$ cat src/hw/rtl/wrma_pkg.sv
// ----------------------------------------------------------------------------
// wrma_pkg: shared constants for the wrapped range modular ALU
// Operation codes, error codes, register indexes and reset values.
// ----------------------------------------------------------------------------
package wrma_pkg;

    localparam int VALUE_WIDTH_DEFAULT = 16;
    localparam int CFG_INDEX_WIDTH     = 2;

    // register reset values
    localparam int RANGE_LOW_RESET  = 1;
    localparam int RANGE_HIGH_RESET = 12;

    // register indexes
    localparam logic [CFG_INDEX_WIDTH-1:0] REG_RANGE_LOW  = 2'd0;
    localparam logic [CFG_INDEX_WIDTH-1:0] REG_RANGE_HIGH = 2'd1;

    // operation codes
    localparam logic [2:0] MODE_ASSIGN  = 3'd0;
    localparam logic [2:0] MODE_ADD     = 3'd1;
    localparam logic [2:0] MODE_SUB     = 3'd2;
    localparam logic [2:0] MODE_MUL     = 3'd3;
    localparam logic [2:0] MODE_DIV     = 3'd4;
    localparam logic [2:0] MODE_REFLECT = 3'd5;

    // error codes
    localparam logic [1:0] ERR_NONE      = 2'd0;
    localparam logic [1:0] ERR_DIV_ZERO  = 2'd1;
    localparam logic [1:0] ERR_INEXACT   = 2'd2;
    localparam logic [1:0] ERR_BAD_RANGE = 2'd3;

endpackage

$ cat src/hw/rtl/wrapped_range_modular_alu.sv
// ----------------------------------------------------------------------------
// wrapped_range_modular_alu: accumulator kept inside [range_low, range_high]
// Sequenced ALU with one shared restoring divider for exact division and
// for the floor modulo that wraps each result into the configured range.
// ----------------------------------------------------------------------------
// Timing: one word at a time. With W = VALUE_WIDTH the divider runs 2W+1
// steps per pass, one quotient bit per clock. Assign, add, subtract,
// multiply and reflect take one divider pass. Exact divide takes two
// passes (the quotient, then the wrap). Words that end in an error
// before any division (bad range, divide by zero) or that use an unused
// mode go from setup straight to done, with no divider pass. The result
// sits in an output register, so the next word can be accepted while the
// previous result is stalled; a finished word waits only if the output
// register is still full and stalled.
// Configuration is taken only while the sequencer is idle.
// ----------------------------------------------------------------------------
module wrapped_range_modular_alu #(
    parameter int VALUE_WIDTH = wrma_pkg::VALUE_WIDTH_DEFAULT
) (
    input  logic                                 clk,
    input  logic                                 rst_n,
    // input word channel
    input  logic                                 in_valid,
    output logic                                 in_stall,
    input  logic [2:0]                           mode,
    input  logic signed [VALUE_WIDTH-1:0]        operand,
    input  logic                                 commit,
    // result word channel
    output logic                                 out_valid,
    input  logic                                 out_stall,
    output logic signed [VALUE_WIDTH-1:0]        result_value,
    output logic signed [VALUE_WIDTH-1:0]        prior_value,
    output logic [1:0]                           error_code,
    // configuration write channel
    input  logic                                 cfg_valid,
    output logic                                 cfg_ready,
    input  logic [wrma_pkg::CFG_INDEX_WIDTH-1:0] cfg_index,
    input  logic [VALUE_WIDTH-1:0]               cfg_data
);

    localparam int W      = VALUE_WIDTH;
    localparam int RW     = 2 * W + 1;        // raw result / dividend width
    localparam int STEP_W = $clog2(RW);

    typedef enum logic [5:0] {
        S_IDLE      = 6'b000001,
        S_SETUP     = 6'b000010,
        S_WRAP_LOAD = 6'b000100,
        S_DIV       = 6'b001000,
        S_POST      = 6'b010000,
        S_DONE      = 6'b100000
    } state_t;

    // control state
    state_t                    state_reg, state_next;
    logic                      out_valid_reg, out_valid_next;
    logic                      exact_pass_reg, exact_pass_next;
    logic [STEP_W-1:0]         cnt_reg, cnt_next;
    logic signed [W-1:0]       held_reg, held_next;
    logic signed [W-1:0]       range_low_reg, range_low_next;
    logic signed [W-1:0]       range_high_reg, range_high_next;

    // payload / datapath
    logic [2:0]                mode_reg, mode_next;
    logic signed [W-1:0]       operand_reg, operand_next;
    logic                      commit_reg, commit_next;
    logic signed [W-1:0]       prior_reg, prior_next;
    logic signed [RW-1:0]      raw_reg, raw_next;
    logic                      neg_reg, neg_next;
    logic [W:0]                rem_reg, rem_next;
    logic [RW-1:0]             quo_reg, quo_next;
    logic [W:0]                dvs_reg, dvs_next;
    logic signed [W-1:0]       res_reg, res_next;
    logic [1:0]                err_reg, err_next;
    logic                      store_reg, store_next;
    logic signed [W-1:0]       result_value_reg, result_value_next;
    logic signed [W-1:0]       prior_value_reg, prior_value_next;
    logic [1:0]                error_code_reg, error_code_next;

    // combinational helpers
    logic signed [W+1:0]       span;
    logic [W:0]                size;
    logic                      bad_range;
    logic signed [2*W-1:0]     prod;
    logic [RW-1:0]             op_x, prior_x, high_x, low_x, prod_x;
    logic [W:0]                prior_w, op_w, mag_prior, mag_op;
    logic [RW:0]               diff, mag_diff;
    logic [W+1:0]              div_shift;
    logic [W+2:0]              div_trial;
    logic [RW-1:0]             q_x;
    logic [W:0]                fix;
    logic [W+1:0]              wrapped;
    logic                      in_take, out_load;

    // range size, always positive when the range is good
    assign span = {{2{range_high_reg[W-1]}}, range_high_reg}
                - {{2{range_low_reg[W-1]}}, range_low_reg} + (W+2)'(1);
    assign size      = span[W:0];
    assign bad_range = (range_high_reg <= range_low_reg);

    // sign extensions into the raw width
    assign op_x    = {{(RW-W){operand_reg[W-1]}}, operand_reg};
    assign prior_x = {{(RW-W){prior_reg[W-1]}}, prior_reg};
    assign high_x  = {{(RW-W){range_high_reg[W-1]}}, range_high_reg};
    assign low_x   = {{(RW-W){range_low_reg[W-1]}}, range_low_reg};

    // the only multiplier, registered into raw_reg
    assign prod   = prior_reg * operand_reg;
    assign prod_x = {{(RW-2*W){prod[2*W-1]}}, prod};

    // magnitudes for exact division
    assign prior_w   = {prior_reg[W-1], prior_reg};
    assign op_w      = {operand_reg[W-1], operand_reg};
    assign mag_prior = prior_w[W] ? -prior_w : prior_w;
    assign mag_op    = op_w[W] ? -op_w : op_w;

    // offset from range_low, for the wrap pass
    assign diff     = {raw_reg[RW-1], raw_reg} - {low_x[RW-1], low_x};
    assign mag_diff = diff[RW] ? -diff : diff;

    // one restoring divider step
    assign div_shift = {rem_reg, quo_reg[RW-1]};
    assign div_trial = {1'b0, div_shift} - {2'b00, dvs_reg};

    // signed quotient of the exact division
    assign q_x = neg_reg ? -{{(RW-W-1){1'b0}}, quo_reg[W:0]}
                         : {{(RW-W-1){1'b0}}, quo_reg[W:0]};

    // floor modulo correction, then back into the range
    assign fix     = (neg_reg && (rem_reg != '0)) ? (size - rem_reg) : rem_reg;
    assign wrapped = {{2{range_low_reg[W-1]}}, range_low_reg} + {1'b0, fix};

    assign in_take  = in_valid && (state_reg == S_IDLE);
    assign out_load = (state_reg == S_DONE) && (!out_valid_reg || !out_stall);

    always_comb
    begin
        state_next        = state_reg;
        out_valid_next    = out_valid_reg;
        exact_pass_next   = exact_pass_reg;
        cnt_next          = cnt_reg;
        held_next         = held_reg;
        range_low_next    = range_low_reg;
        range_high_next   = range_high_reg;
        mode_next         = mode_reg;
        operand_next      = operand_reg;
        commit_next       = commit_reg;
        prior_next        = prior_reg;
        raw_next          = raw_reg;
        neg_next          = neg_reg;
        rem_next          = rem_reg;
        quo_next          = quo_reg;
        dvs_next          = dvs_reg;
        res_next          = res_reg;
        err_next          = err_reg;
        store_next        = store_reg;
        result_value_next = result_value_reg;
        prior_value_next  = prior_value_reg;
        error_code_next   = error_code_reg;

        // result register drains independently of the sequencer
        if (out_valid_reg && !out_stall)
        begin
            out_valid_next = 1'b0;
        end

        // configuration, taken only while idle
        if (cfg_valid && cfg_ready)
        begin
            unique case (cfg_index)
                wrma_pkg::REG_RANGE_LOW:  range_low_next  = cfg_data;
                wrma_pkg::REG_RANGE_HIGH: range_high_next = cfg_data;
                default: ;
            endcase
        end

        unique case (state_reg)
            S_IDLE:
            begin
                if (in_take)
                begin
                    mode_next    = mode;
                    operand_next = operand;
                    commit_next  = commit;
                    prior_next   = held_reg;
                    state_next   = S_SETUP;
                end
            end

            S_SETUP:
            begin
                // default outcome: report the held value, store nothing
                res_next        = prior_reg;
                err_next        = wrma_pkg::ERR_NONE;
                store_next      = 1'b0;
                exact_pass_next = 1'b0;
                state_next      = S_WRAP_LOAD;
                if (bad_range)
                begin
                    err_next   = wrma_pkg::ERR_BAD_RANGE;
                    state_next = S_DONE;
                end
                else
                begin
                    case (mode_reg)
                        wrma_pkg::MODE_ASSIGN:  raw_next = op_x;
                        wrma_pkg::MODE_ADD:     raw_next = prior_x + op_x;
                        wrma_pkg::MODE_SUB:     raw_next = prior_x - op_x;
                        wrma_pkg::MODE_MUL:     raw_next = prod_x;
                        wrma_pkg::MODE_REFLECT: raw_next = high_x - prior_x;
                        wrma_pkg::MODE_DIV:
                        begin
                            if (operand_reg == '0)
                            begin
                                err_next   = wrma_pkg::ERR_DIV_ZERO;
                                state_next = S_DONE;
                            end
                            else
                            begin
                                exact_pass_next = 1'b1;
                                neg_next        = prior_reg[W-1] ^ operand_reg[W-1];
                                rem_next        = '0;
                                quo_next        = {{(RW-W-1){1'b0}}, mag_prior};
                                dvs_next        = mag_op;
                                cnt_next        = STEP_W'(RW - 1);
                                state_next      = S_DIV;
                            end
                        end
                        default:
                        begin
                            // unused modes pass the held value through
                            state_next = S_DONE;
                        end
                    endcase
                end
            end

            S_WRAP_LOAD:
            begin
                exact_pass_next = 1'b0;
                neg_next        = diff[RW];
                rem_next        = '0;
                quo_next        = mag_diff[RW-1:0];
                dvs_next        = size;
                cnt_next        = STEP_W'(RW - 1);
                state_next      = S_DIV;
            end

            S_DIV:
            begin
                if (!div_trial[W+2])
                begin
                    rem_next = div_trial[W:0];
                end
                else
                begin
                    rem_next = div_shift[W:0];
                end
                quo_next = {quo_reg[RW-2:0], ~div_trial[W+2]};
                cnt_next = cnt_reg - STEP_W'(1);
                if (cnt_reg == '0)
                begin
                    state_next = S_POST;
                end
            end

            S_POST:
            begin
                if (exact_pass_reg)
                begin
                    if (rem_reg != '0)
                    begin
                        err_next   = wrma_pkg::ERR_INEXACT;
                        state_next = S_DONE;
                    end
                    else
                    begin
                        raw_next   = q_x;
                        state_next = S_WRAP_LOAD;
                    end
                end
                else
                begin
                    res_next   = wrapped[W-1:0];
                    store_next = commit_reg;
                    state_next = S_DONE;
                end
            end

            S_DONE:
            begin
                if (out_load)
                begin
                    out_valid_next    = 1'b1;
                    result_value_next = res_reg;
                    prior_value_next  = prior_reg;
                    error_code_next   = err_reg;
                    if (store_reg)
                    begin
                        held_next = res_reg;
                    end
                    state_next = S_IDLE;
                end
            end

            default:
            begin
                state_next = S_IDLE;
            end
        endcase
    end

    always_ff @(posedge clk or negedge rst_n)
    begin
        if (!rst_n)
        begin
            state_reg      <= S_IDLE;
            out_valid_reg  <= 1'b0;
            exact_pass_reg <= 1'b0;
            cnt_reg        <= '0;
            held_reg       <= W'(wrma_pkg::RANGE_LOW_RESET);
            range_low_reg  <= W'(wrma_pkg::RANGE_LOW_RESET);
            range_high_reg <= W'(wrma_pkg::RANGE_HIGH_RESET);
            store_reg      <= 1'b0;
        end
        else
        begin
            state_reg      <= state_next;
            out_valid_reg  <= out_valid_next;
            exact_pass_reg <= exact_pass_next;
            cnt_reg        <= cnt_next;
            held_reg       <= held_next;
            range_low_reg  <= range_low_next;
            range_high_reg <= range_high_next;
            store_reg      <= store_next;
        end
    end

    always_ff @(posedge clk)
    begin
        mode_reg         <= mode_next;
        operand_reg      <= operand_next;
        commit_reg       <= commit_next;
        prior_reg        <= prior_next;
        raw_reg          <= raw_next;
        neg_reg          <= neg_next;
        rem_reg          <= rem_next;
        quo_reg          <= quo_next;
        dvs_reg          <= dvs_next;
        res_reg          <= res_next;
        err_reg          <= err_next;
        result_value_reg <= result_value_next;
        prior_value_reg  <= prior_value_next;
        error_code_reg   <= error_code_next;
    end

    assign in_stall     = (state_reg != S_IDLE);
    assign cfg_ready    = (state_reg == S_IDLE);
    assign out_valid    = out_valid_reg;
    assign result_value = result_value_reg;
    assign prior_value  = prior_value_reg;
    assign error_code   = error_code_reg;

    // ------------------------------------------------------------------------
    // Assertions
    // ------------------------------------------------------------------------

    // a word in flight closes the input until it is finished
    a_busy_after_take: assert property (@(posedge clk) disable iff (!rst_n)
        (in_valid && !in_stall) |=> in_stall)
        else $error("input open right after a word was taken");

    // on any error the reported value is the held value
    a_error_keeps_value: assert property (@(posedge clk) disable iff (!rst_n)
        (out_valid && (error_code != wrma_pkg::ERR_NONE))
            |-> (result_value == prior_value))
        else $error("error word reports a changed value");

    // the held value moves only when a finished word is handed out
    a_held_moves_on_done: assert property (@(posedge clk) disable iff (!rst_n)
        (held_reg != $past(held_reg)) |-> $past(state_reg == S_DONE))
        else $error("held value changed outside word completion");

    // a new result appears only out of the done state
    a_result_from_done: assert property (@(posedge clk) disable iff (!rst_n)
        $rose(out_valid) |-> $past(state_reg == S_DONE))
        else $error("result word raised outside completion");

endmodule
$ cat config.mk
export PLATFORM = sky130hd
export DESIGN_NAME = wrapped_range_modular_alu
export DESIGN_NICKNAME = d
export VERILOG_FILES = /design/src/hw/rtl/wrma_pkg.sv /design/src/hw/rtl/wrapped_range_modular_alu.sv
export SDC_FILE = /design/constraint.sdc
export NUM_CORES = 2
export LEC_CHECK = 0
export BUFFER_PORTS_ARGS = -buffer_cell sky130_fd_sc_hd__buf_2
export CAP_MARGIN = 30
export CORE_UTILIZATION = 40
export CTS_CLUSTER_DIAMETER = 150
export CTS_CLUSTER_SIZE = 40
export DETAILED_ROUTE_END_ITERATION = 7
export HOLD_SLACK_MARGIN = 0.05
export PLACE_DENSITY = 0.58
export SLEW_MARGIN = 20
export SYNTH_ARGS = -nofsm -noshare
export SYNTH_HDL_FRONTEND = slang
export SYNTH_SLANG_ARGS = --single-unit
$ cat constraint.sdc
create_clock -name clk -period 8 [get_ports clk]
set_input_delay 1.6 -clock clk [delete_from_list [all_inputs] [get_ports clk]]
set_output_delay 1.6 -clock clk [all_outputs]
set_load 0.1 [all_outputs]
==> impl_metrics.py <==
metrics = {
    "sta": {
        "worst_clock_skew_ns": 0.0446,
        "fmax_mhz": 135,
        "rsz0062_at_grt": "false",
        "worstMarginPinSlew_ns": 0.885,
        "hold_viol": 0,
        "relSlewSlack": 0.395,
        "fin_tns_setup_ns": 0,
        "setup_viol": 0,
        "slew_violations": 0,
        "finalCriticalPeriod_ns": 7.41,
        "post-route-period-util": 0.926,
    },
    "clocking": {
        "cts_num_sinks": 252,
        "root_buffer": "clkbuf_16",
        "tritoncts": "yes",
        "h-tree-depth": 1,
        "cts.path.max_buffers": 3,
        "insertion_delay_ns": 0.55,
        "cts_setup_buffers": 0,
        "clk_transition_reported_paths_ns": 0.16,
        "numCtsBuffers": 11,
    },
    "synthesis": {
        "synthMuxAreaShare": 0.0228,
        "synthAdderAreaFrac": 0.303,
        "synth_top_family_by_area": "adder cells",
        "yosysUniqueCellTypes": 86,
        "ys_seq_area_frac": 0.253,
        "ys_warn_count": 0,
        "synth-simple-area-share": 0.137,
        "syn_area_um2": 28700,
        "synth-edff-count": 189,
        "synthArstFlopShare": 0.250,
        "synth_compound_area_frac": 0.149,
        "syn_inst": 3170,
        "ys_ff_latch": 252,
        "synth.avg_cell_area_um2": 9.05,
        "synth_nets": 3742,
        "synth_xor_area_frac": 0.0562,
        "synth_flop_cell": "edfxtp_1",
    },
    "floorplan": {
        "core_area_um2": 70500,
        "ioPinCount": 80,
        "die_height_um": 270,
        "die-area_um2": 72800,
        "initial_core_util": 0.407,
        "dieWidth_um": 270,
        "rows": 97,
    },
    "route": {
        "drt-wirelength-per-cell_um": 21.2,
        "vias": 22800,
        "firstDrtPassIters": 7,
        "drt-vias-per-instance": 5.46,
        "finalWirelength_um": 88700,
        "drc": 0,
        "drtAntennaViolNets": 0,
        "first_iter_violations": 2284,
    },
    "place": {
        "portBuffers": 79,
        "placed_cells_incl_taps": 4164,
        "place_congestion": 0.954,
        "hpwl_um": 70700,
    },
    "worst_setup_path": {
        "critPathBufInv": 3,
        "crit_slowest_cell": "edfxtp_1",
        "cpMostUsedCell": "fa_1",
        "arrival_ns": 7.67,
        "max_stage_delay_ns": 0.74,
        "end_kind": "flop",
        "worstSetupPathType": "reg2reg",
        "startpoint_type": "flop",
        "crit_family": "adder cells",
        "worstPathRequired_ns": 8.26,
        "worstPathCellList": "nand2_1 -> fa_1 -> inv_1 -> fa_1 -> fa_1 -> fa_1 -> fa_1 -> inv_1 -> fa_1 -> inv_1 -> ha_1 -> a21oi_1 -> o21ai_0 -> a21o_1 -> a21o_1 -> a21oi_1 -> o21ai_0 -> nor4_1 -> o21bai_1 -> a21oi_1 -> mux2i_1 -> o211ai_1",
        "cp_max_fo": 10,
    },
    "grt": {
        "antenna_found_initial": 2,
        "grtUsageTotal": 0.247,
        "grt_max_degree": 64,
        "overflow": 0,
        "grt_pass1_vias": 23000,
        "grt_pass1_wl_um": 138000,
    },
    "final_layout": {
        "register_area_um2": 7260,
        "antenna_cells": 0,
        "drive_above_1_share": 0.0783,
        "nNetsFinal": 3811,
        "final_cells": 4183,
        "multi_input_area_um2": 19200,
        "syn2layout_area_growth_pct": 7.71,
        "fill_cells": 6932,
    },
    "hold_path": {
        "worstHoldPathType": "reg2reg",
    },
    "flow_run": {
        "drv_cap": 0,
    },
    "outcome": {
        "status": "completed",
    },
}
[synth_stat cells, types with 10 or more instances]
| cell | number | area [um2] |
|---|---|---|
| o21bai_1 | 22 | 165 |
| mux2i_1 | 26 | 260 |
| o31ai_1 | 28 | 210 |
| nor2b_1 | 33 | 206 |
| nand4_1 | 12 | 75.1 |
| a221oi_1 | 13 | 114 |
| o22ai_1 | 14 | 87.6 |
| a21boi_0 | 12 | 90.1 |
| fa_1 | 277 | 5550 |
| o21ai_0 | 195 | 976 |
| nor2_1 | 274 | 1030 |
| a31oi_1 | 18 | 113 |
| a21oi_1 | 153 | 766 |
| nand3_1 | 39 | 195 |
| a211oi_1 | 19 | 143 |
| xnor2_1 | 122 | 1070 |
| o211ai_1 | 15 | 113 |
| nand2_1 | 333 | 1250 |
| edfxtp_1 | 189 | 5680 |
| inv_1 | 483 | 1810 |
| xor2_1 | 62 | 543 |
| nor3_1 | 45 | 225 |
| clkinv_1 | 14 | 52.6 |
| and3_1 | 10 | 62.6 |
| dfrtp_1 | 58 | 1450 |
| or3_1 | 16 | 100 |
| nor4_1 | 21 | 131 |
| nand2b_1 | 27 | 169 |
| a21o_1 | 48 | 360 |
| o21a_1 | 20 | 150 |
| mux2_2 | 35 | 394 |
| a22oi_1 | 10 | 75.1 |
| and2_1 | 13 | 81.3 |
| nand3b_1 | 12 | 90.1 |
| ha_1 | 252 | 3150 |
| clkbuf_1 | 96 | 360 |
| o221ai_1 | 17 | 149 |
[cell families after synthesis]
kind of cell,after synthesis
compound gates,668
mux,61
fa+ha+maj,529
xor+xnor,184
flops,252
simple gates,871
buf+inv,605
[cell type report]
type	instances	area share
Sequential cell	252	0.235
Timing Repair Buffer	162	0.0331
Clock buffer	13	0.00915
Clock inverter	4	0.00251
Tap cell	940	0.0381
Inverter	499	0.0607
Multi-Input combinational cell	2313	0.622
[routing by layer]
metal | routed length [um] | track usage | up-vias | share of wire
li1 | - | - | 10800 | -
met2 | 38800 | 0.381 | 765 | 0.44
met5 | 13 | 0 | - | 0.00015
met3 | 7730 | 0.0561 | 149 | 0.087
met1 | 39200 | 0.342 | 11100 | 0.44
met4 | 2940 | 0.0752 | 2 | 0.033
[final timing paths]
check,start,end,slack [ns],cells past startpoint
max in group asynchronous,rst_n,cnt_reg[2],6.18,2
max,prior_reg[15],raw_reg[32],0.59,22
min,res_reg[8],result_value[8],0.45,0
min in group asynchronous,rst_n,range_high_reg[0],1.22,2
max reg2reg,prior_reg[15],raw_reg[32],0.59,22
min reg2reg,res_reg[8],result_value[8],0.45,0
[cells in the final DEF (no fill, tap or decap), types with 28 or more instances in the layout]
| cell type | n |
|---|---|
| a21o_1 | 48 |
| a21oi_1 | 150 |
| buf_2 | 80 |
| buf_4 | 81 |
| dfrtp_1 | 58 |
| edfxtp_1 | 189 |
| fa_1 | 277 |
| ha_1 | 252 |
| inv_1 | 481 |
| mux2_2 | 35 |
| nand2_1 | 333 |
| nand3_1 | 39 |
| nor2_1 | 273 |
| nor2b_1 | 33 |
| nor3_1 | 45 |
| o21ai_0 | 193 |
| o31ai_1 | 28 |
| xnor2_1 | 122 |
| xor2_1 | 62 |
[what timing repair did]
item	4_1_cts	5_1_grt
gates resized for setup	0	2
hold buffers	0	0
setup endpoints to repair	0	2
[per-stage QoR]
stage          worst slack [ns]  instance area, um2  utilization  hold slack (ns)
6_report                  0.589               30900        0.438            0.454
5_1_grt                   0.163               30900        0.438            0.459
4_1_cts                   0.391               30900        0.438            0.458
3_5_place_dp              0.496               30500        0.433            0.429
3_3_place_gp              0.496               30500        0.433            0.423
2_1_floorplan             0.709               28700            -            0.400
Power is left out: the tool's default activity adds up to more than one toggle a clock period on the data nets, which glitch-free logic cannot reach.
